--- config.mk ---
export PLATFORM = sky130hd
export DESIGN_NAME = vigenere_letter_encryptor_top
export DESIGN_NICKNAME = d
export VERILOG_FILES = /design/src/design/vle_pkg.sv /design/src/design/vigenere_letter_encryptor_top.sv
export SDC_FILE = /design/constraint.sdc
export NUM_CORES = 1
export LEC_CHECK = 0
export ABC_AREA = 1
export BUFFER_PORTS_ARGS = -buffer_cell sky130_fd_sc_hd__buf_2
export CAP_MARGIN = 30
export CORE_ASPECT_RATIO = 0.9
export CORE_MARGIN = 3
export CORE_UTILIZATION = 56
export CTS_CLUSTER_DIAMETER = 120
export DETAILED_ROUTE_END_ITERATION = 10
export PLACE_DENSITY = 0.92
export RECOVER_POWER = 25
export SYNTH_ARGS = -nofsm -noshare
export SYNTH_HDL_FRONTEND = slang
export SYNTH_SLANG_ARGS = --single-unit
--- constraint.sdc ---
create_clock -name clock -period 12.43 [get_ports clock]
set_input_delay 2.486 -clock clock [delete_from_list [all_inputs] [get_ports clock]]
set_output_delay 2.486 -clock clock [all_outputs]
set_load 0.1 [all_outputs]
--- src/design/vle_pkg.sv ---
// Package for the Vigenere letter encryptor: widths, letter constants,
// register addresses and the small letter and modulo helpers.
// No dependencies.
package vle_pkg;

   // Payload and key widths
   localparam int BYTE_W      = 8;
   localparam int SHIFT_W     = 5;
   localparam int POS_W       = 4;
   localparam int LEN_W       = 4;
   localparam int KEY_MAX_DEF = 12;
   localparam int DATA_W      = 64;
   localparam int ADDR_W      = 4;

   // Alphabet
   localparam logic [BYTE_W-1:0]  UPPER_A  = 8'h41;
   localparam logic [BYTE_W-1:0]  UPPER_Z  = 8'h5A;
   localparam logic [BYTE_W-1:0]  LOWER_A  = 8'h61;
   localparam logic [BYTE_W-1:0]  LOWER_Z  = 8'h7A;
   localparam logic [SHIFT_W:0]   ALPHA_N  = 6'd26;

   // Register select (byte address bit 3, registers on 8-byte spacing)
   localparam logic REG_KEY_SHIFTS = 1'b0;
   localparam logic REG_KEY_LENGTH = 1'b1;

   // Shift a letter offset forward by a key shift, modulo the alphabet size
   function automatic logic [SHIFT_W-1:0] add_mod26(input logic [SHIFT_W-1:0] ofs,
                                                    input logic [SHIFT_W-1:0] shift);
      logic [SHIFT_W:0] sh;
      logic [SHIFT_W:0] sum;
      begin
         sh = {1'b0, shift};
         if (sh >= ALPHA_N) begin
            sh = sh - ALPHA_N;
         end
         sum = {1'b0, ofs} + sh;
         if (sum >= ALPHA_N) begin
            sum = sum - ALPHA_N;
         end
         add_mod26 = sum[SHIFT_W-1:0];
      end
   endfunction

endpackage

--- src/design/vigenere_letter_encryptor_top.sv ---
// Top level of the Vigenere letter encryptor: input register, encrypt
// logic, result register and the APB-style key registers. Depends on vle_pkg.
// Flow: an accepted transaction is held in the input register, then encrypted into
// the result register that drives rsp_valid; a full result slot holds it back.
// Throughput: one transaction per cycle unless the result channel stalls, set by the single encrypt pass.
// Reset: synchronous, active high; clears valids, key position and shifts, length one.
module vigenere_letter_encryptor_top #(
   parameter int KEY_MAX = vle_pkg::KEY_MAX_DEF
) (
   input  logic                          clock,
   input  logic                          reset,
   // input channel
   input  logic                          req_valid,
   output logic                          req_ready,
   input  logic [vle_pkg::BYTE_W-1:0]    req_in_byte,
   input  logic                          req_restart,
   // result channel
   output logic                          rsp_valid,
   input  logic                          rsp_ready,
   output logic [vle_pkg::BYTE_W-1:0]    rsp_out_byte,
   // configuration port
   input  logic                          psel,
   input  logic                          penable,
   input  logic                          pwrite,
   input  logic [vle_pkg::ADDR_W-1:0]    paddr,
   input  logic [vle_pkg::DATA_W-1:0]    pwdata,
   output logic [vle_pkg::DATA_W-1:0]    prdata,
   output logic                          pready
);

   localparam int KEY_W = vle_pkg::SHIFT_W * KEY_MAX;

   // Key registers
   logic [KEY_W-1:0]              key_shifts_ff, key_shifts_in;
   logic [vle_pkg::LEN_W-1:0]     key_length_ff, key_length_in;
   logic [vle_pkg::POS_W-1:0]     key_pos_ff,    key_pos_in;

   // Input register
   logic                          s1_valid_ff, s1_valid_in;
   logic [vle_pkg::BYTE_W-1:0]    s1_byte_ff,  s1_byte_in;
   logic                          s1_restart_ff, s1_restart_in;

   // Result register
   logic                          s2_valid_ff, s2_valid_in;
   logic [vle_pkg::BYTE_W-1:0]    s2_byte_ff,  s2_byte_in;

   logic                          s1_advance;
   logic                          cfg_write;
   logic                          is_upper, is_lower;
   logic [vle_pkg::LEN_W-1:0]     eff_len;
   logic [vle_pkg::POS_W-1:0]     cur_pos, next_pos;
   logic [vle_pkg::SHIFT_W-1:0]   cur_shift, letter_ofs, enc_ofs;
   logic [vle_pkg::BYTE_W-1:0]    letter_base;

   // Handshake: move stage 1 forward when the result slot is free or drains
   assign s1_advance = s1_valid_ff && (!s2_valid_ff || rsp_ready);
   assign req_ready  = !s1_valid_ff || s1_advance;
   assign rsp_valid  = s2_valid_ff;
   assign rsp_out_byte = s2_byte_ff;

   // Configuration port
   assign pready    = 1'b1;
   assign cfg_write = psel && penable && pwrite && pready;

   always_comb begin
      key_shifts_in = key_shifts_ff;
      key_length_in = key_length_ff;
      if (cfg_write) begin
         unique case (paddr[3])
            vle_pkg::REG_KEY_SHIFTS: key_shifts_in = pwdata[KEY_W-1:0];
            vle_pkg::REG_KEY_LENGTH: key_length_in = pwdata[vle_pkg::LEN_W-1:0];
            default: ;
         endcase
      end
   end

   always_comb begin
      unique case (paddr[3])
         vle_pkg::REG_KEY_SHIFTS:
            prdata = vle_pkg::DATA_W'(key_shifts_ff);
         vle_pkg::REG_KEY_LENGTH:
            prdata = vle_pkg::DATA_W'(key_length_ff);
         default:
            prdata = '0;
      endcase
   end

   // Clamp the key length into 1..KEY_MAX
   always_comb begin
      eff_len = key_length_ff;
      if (eff_len == '0) begin
         eff_len = vle_pkg::LEN_W'(1);
      end
      if (eff_len > vle_pkg::LEN_W'(KEY_MAX)) begin
         eff_len = vle_pkg::LEN_W'(KEY_MAX);
      end
   end

   // Pick the key position for this byte: restart or an out-of-range
   // position falls back to entry zero
   always_comb begin
      cur_pos = key_pos_ff;
      if (s1_restart_ff || (cur_pos >= eff_len)) begin
         cur_pos = '0;
      end
   end

   // Select the key shift at the current position
   always_comb begin
      cur_shift = '0;
      for (int i = 0; i < KEY_MAX; i++) begin
         if (cur_pos == vle_pkg::POS_W'(i)) begin
            cur_shift = key_shifts_ff[i*vle_pkg::SHIFT_W +: vle_pkg::SHIFT_W];
         end
      end
   end

   // Classify the byte and encrypt letters
   assign is_upper = (s1_byte_ff >= vle_pkg::UPPER_A) && (s1_byte_ff <= vle_pkg::UPPER_Z);
   assign is_lower = (s1_byte_ff >= vle_pkg::LOWER_A) && (s1_byte_ff <= vle_pkg::LOWER_Z);
   assign letter_base = is_upper ? vle_pkg::UPPER_A : vle_pkg::LOWER_A;
   assign letter_ofs  = vle_pkg::SHIFT_W'(s1_byte_ff - letter_base);
   assign enc_ofs     = vle_pkg::add_mod26(letter_ofs, cur_shift);

   always_comb begin
      next_pos   = cur_pos;
      s2_byte_in = s2_byte_ff;
      if (is_upper || is_lower) begin
         next_pos = cur_pos + vle_pkg::POS_W'(1);
         if (next_pos >= eff_len) begin
            next_pos = '0;
         end
      end
      if (s1_advance) begin
         if (is_upper || is_lower) begin
            s2_byte_in = letter_base + vle_pkg::BYTE_W'(enc_ofs);
         end else begin
            s2_byte_in = s1_byte_ff;
         end
      end
   end

   // Update the key position with each transaction leaving stage 1; only letters step it forward
   assign key_pos_in = s1_advance ? next_pos : key_pos_ff;

   // Stage 1 capture
   always_comb begin
      s1_valid_in   = s1_valid_ff;
      s1_byte_in    = s1_byte_ff;
      s1_restart_in = s1_restart_ff;
      if (req_ready) begin
         s1_valid_in   = req_valid;
         s1_byte_in    = req_in_byte;
         s1_restart_in = req_restart;
      end
   end

   // Result slot: fill on advance, drop when taken
   always_comb begin
      s2_valid_in = s2_valid_ff;
      if (s1_advance) begin
         s2_valid_in = 1'b1;
      end else if (rsp_ready) begin
         s2_valid_in = 1'b0;
      end
   end

   // Control registers
   always_ff @(posedge clock) begin
      if (reset) begin
         s1_valid_ff   <= 1'b0;
         s2_valid_ff   <= 1'b0;
         key_pos_ff    <= '0;
         key_shifts_ff <= '0;
         key_length_ff <= vle_pkg::LEN_W'(1);
      end else begin
         s1_valid_ff   <= s1_valid_in;
         s2_valid_ff   <= s2_valid_in;
         key_pos_ff    <= key_pos_in;
         key_shifts_ff <= key_shifts_in;
         key_length_ff <= key_length_in;
      end
   end

   // Payload registers
   always_ff @(posedge clock) begin
      s1_byte_ff    <= s1_byte_in;
      s1_restart_ff <= s1_restart_in;
      s2_byte_ff    <= s2_byte_in;
   end

`ifndef SYNTHESIS
   // Key position never leaves the key table
   a_pos_range: assert property (@(posedge clock) disable iff (reset)
      key_pos_ff < vle_pkg::POS_W'(KEY_MAX))
      else $error("key position out of range");

   // A non-letter leaving stage 1 comes out unchanged
   a_passthru: assert property (@(posedge clock) disable iff (reset)
      (s1_advance && !is_upper && !is_lower) |=> (s2_byte_ff == $past(s1_byte_ff)))
      else $error("non-letter byte modified");

   // An empty input register always takes a transaction
   a_ready_empty: assert property (@(posedge clock) disable iff (reset)
      !s1_valid_ff |-> req_ready)
      else $error("input stalled while empty");

   // Key position holds unless a transaction advances
   a_pos_hold: assert property (@(posedge clock) disable iff (reset)
      !s1_advance |=> $stable(key_pos_ff))
      else $error("key position moved without a transaction");
`endif

endmodule
After elaboration in Yosys (flattened, before gate mapping)
Cells that the tools add are included.
Word-level totals
  output and inout bits: 75
  logic and storage cells: 75
  register bits: 87
  bits of input ports: 84
Operators by class
  reductions and logical operators: 16
  equality and inequality tests: 11
  mux-type cells: 24
  $add $sub $neg: 6
  $lt $le $gt $ge: 9
  bitwise logic cells: 1
Operators by type and width (count)
  $pmux 64 s2: 1
  $mux 5: 13
  $mux 4: 5
  $eq 4x3->1 const B: 4
  $eq 4x4->1 const B: 4
  $ge 8x7->1 const B: 2
  $le 8x7->1 const B: 2
  $mux 6: 2
  $add 7x5->8: 1
  $eq 4x2->1 const B: 2
  $ge 4x4->1: 2
  $logic_not 4->1: 2
  $mux 8: 1
  $add 5x6->6: 1
  $ge 6x5->1 const B: 1
  $sub 5x5->6 const B: 1
  $ge 5x5->1 const B: 1
  $logic_and 1x1->1: 5
  $sub 5x5->5: 1
  $sub 5x5->5 const B: 1
  $add 4x1->4 const B: 1
  $eq 4x1->1 const B: 1
  $gt 4x4->1 const B: 1
  $logic_or 1x1->1: 4
  other kinds (5): 8

Logic depth before layout (Yosys ltp)
  word-level depth: 27
  depth in mapped cells: 49
  mapped depth without buffers: 49

Worst setup path before layout
Ideal clock, no wire load.
  kind: input to output
  start: input port paddr[3] in the netlist's numbering
  end: output port prdata[2] in the netlist's numbering
  buffers on the path: 2
  required time: 9944 ps
  arrival: 4964 ps
  slack: 4980 ps
  stages: 3
  cells stage by stage: clkbuf_1 -> clkbuf_1 -> o21ai_0
Between the ends
  word-level cells in the longest chain between the ends: 2
Ends and longest elaborated chain
  start, declared: RTL line vigenere_letter_encryptor_top.sv:25  | input logic [vle_pkg::ADDR_W-1:0] paddr,
  $not 1->1
  $pmux 64 s2 (*): RTL line vigenere_letter_encryptor_top.sv:78  | unique case (paddr[3])
  end, declared: RTL line vigenere_letter_encryptor_top.sv:27  | output logic [vle_pkg::DATA_W-1:0] prdata,
Every way passes the cells marked *; elsewhere a longest branch is shown, timed or not. The select of a mux whose other input is x is not followed.

Worst setup path in the final report
  start: input port paddr[3] in the netlist's numbering
  end: output port prdata[3] in the netlist's numbering
Same word-level chain as after synthesis.

==> results.ini <==
[pwr]
p_leak_nw = 2.94
ir_drop_uv = 78.3
power_mw = 0.707
power_density_mw_per_mm2 = 114

[finish]
drive_above_1_share = 0.247
final_cell_mix = buf_2 (140), inv_1 (108), nand2_1 (100)
layout_commonest_cell = buf_2
num_antenna_cells = 0
area_delta_synth_final_pct = 18.1
final_util = 0.699
final_nets = 972

[sta]
post-route-min-period_ns = 8.03
finalSetupTns_ns = 0
grt_setup_unrepaired = false
tightest_slew_ns = 2.55
hold_ws_ns = 0.476
relSlewSlack = -0.699
final_max_slew_viol_count = 62
timing.final.ws_setup_ns = 4.40
clock.fmax_mhz = 125
skew_ns = 0.0111
setup_violations = 0
finalCritPeriodShare = 0.646
hold_violations = 0

[setup_path]
critPathMostFrequentCell = buf_2
crit_family = buffers and inverters
crit_cells = 5
cp_num_buf_inv = 4
cp_slowest_stage_delay_ns = 1.81
critPathCaptureType = primary output
critPathLaunch = paddr[3]
ff2ff_path_depth = 41
reg2reg_from = key_length_ff[2]
cp_max_fo = 61
start_kind = input port
cpMaxStageDelayCell = clkbuf_1
required_ns = 9.94
r2r_slack_ns = 5.88
critical_path_class = in2out
worstSetupEndpoint = prdata[3]
r2r-end = rsp_out_byte[4]
worstPathArrival_ns = 5.54
path_cells = buf_2 -> clkbuf_1 -> inv_1 -> o21ai_0 -> buf_2

[clock_network]
cts.sinks = 87
post_cts_buffers = 0
cts_buffers = 9
hold_buffers = 0
cts_tree = built
clockBufferDepth = 2
ctsRootBufferMaster = clkbuf_8
clk_latency_ns = 0.37
htree_num_levels = 3
post_cts_resized = 0
clkSlewWorstSetupHoldPaths_ns = 0.09

[grt]
antenna_found_initial = 1
grt_max_degree = 104
grt-ovfl-total = 0
grt_pass1_wl_microns = 21500
first_global_vias = 4808
globalRouteTotalUtil = 0.249

[synth]
syn_area_per_cell_sq_um = 7.12
post_synth_and_or_nand_nor_area_fraction = 0.253
syn_area_sq_mm = 0.00523
synthCells = 735
synth_top_family_by_area = simple AND/OR/NAND/NOR gates
synth-adder-area-share = 0.0540
ys_ff_latch = 87
synthXorXnorAreaFrac = 0.0134
synthMuxAreaShare = 0
synth_top_area_cell = dfxtp_1
yosys.cell_types.count = 43
yosys_warnings = 0
synth_compound_area_frac = 0.199
yosysSeqAreaShare = 0.365
synth_top_area_frac = 0.268
synth.area.top_cells = dfxtp_1 (27%), edfxtp_1 (9.8%), a21oi_1 (8.9%), o21ai_0 (7.7%), inv_1 (7.7%)

[placement]
pre_cts_ws_ns = 6.01
dp_hpwl_microns = 9750
io_buffers = 146
gp_congestion = 0.881

[die]
dieHeight_microns = 97.7
core_sq_mm = 0.00885
ios = 159
num_rows = 32
die_w_microns = 108
dieArea_sq_mm = 0.0105
start_util = 0.591

[status]
violations = max-capacitance violations, max-slew violations
status = finished with violations

[routing]
drt-pass1-iter-count = 5
drc = 0
wl_met2_microns = 6080
vias = 5180
viasPerCell = 5.23
dr.max_layer_used = met5
wl_per_cell_microns = 13.2
drtIter0Drc = 252
ant_nets = 0
met1_length_microns = 5690
wl_met3_microns = 969
drt_wl_total_microns = 13100

[worst_hold_path]
worstHoldStart = key_shifts_ff[9]
hold_path_class = reg2reg

[run]
max_cap_violations = 1

## stage by stage
step	cell area, sq um	std cells
after detailed placement	6000	974
after global routing	6180	990
after floorplan	5250	738
after CTS	6200	990
final	6180	990
after global placement	6000	974
## flip-flops by register name (all words and copies together), names as in the netlist
register and flops:
key_length_ff 4, key_pos_ff 4, key_shifts_ff 60, rsp_out_byte 8, rsp_valid 1, s1_byte_ff 8, s1_restart_ff 1, s1_valid_ff 1
## cell type report
class / instances / area (sq um)
Multi-Input combinational cell: 500 / 2740
Fill cell: 765 / 2670
Sequential cell: 87 / 1910
Timing Repair Buffer: 150 / 746
Inverter: 118 / 443
Tap cell: 119 / 149
Clock buffer: 9 / 124
Clock inverter: 7 / 67.6
## logic make-up after synthesis
| logic type | after synthesis |
|---|---|
| adders and majority gates | 22 |
| other | 2 |
| buffers and inverters | 151 |
| DFF | 87 |
| AOI/OAI and AO/OA | 195 |
| and+or+nand+nor | 270 |
| xor gates and xnor gates | 8 |
## cell usage after synthesis (all sizes together)
| cell type | count |
|---|---|
| xor2 | 6 |
| o211ai | 1 |
| o21bai | 1 |
| conb | 2 |
| ha | 21 |
| o22ai | 1 |
| nor2 | 92 |
| o21ai | 83 |
| nand4 | 8 |
| fa | 1 |
| buf | 6 |
| o21a | 1 |
| a21oi | 97 |
| nand2 | 122 |
| and3 | 1 |
| a211oi | 1 |
| edfxtp | 17 |
| nor3 | 3 |
| dfxtp | 70 |
| o31ai | 1 |
| clkinv | 3 |
| o221ai | 1 |
| xnor2 | 2 |
| clkbuf | 27 |
| inv | 115 |
| or2 | 2 |
| nand3 | 41 |
| a31oi | 8 |
| or3 | 1 |
## how the worst min path moves through the flow
stage | end | slack, ns | cells past startpoint
after floorplan | key_shifts_ff[10] | 0.44 | 2
after global placement | rsp_valid | 0.46 | 2
after detailed placement | key_shifts_ff[9] | 0.46 | 2
after CTS | key_shifts_ff[9] | 0.48 | 2
after global routing | key_shifts_ff[9] | 0.49 | 2
final | key_shifts_ff[9] | 0.48 | 2
## per-layer routing
metal  up-vias  global-route usage
li1       2637                   -
met1      2326               0.322
met2       183               0.399
met3        32              0.0684
met4         2              0.0864
met5         -                   0
## tightest hold or removal path, stage by stage, from the launching register on
cell and delay [ns]:
dfxtp_1 0.32, inv_1 0.06, a21oi_1 0.05
## power breakdown
group / leakage [nW] / switching (mW) / internal, mW
clock: 0.0932 / 0.113 / 0.0766
sequential: 0.740 / 0.00696 / 0.301
combinational: 2.11 / 0.152 / 0.0571
Note: power is estimated with default switching activity, not from simulation.
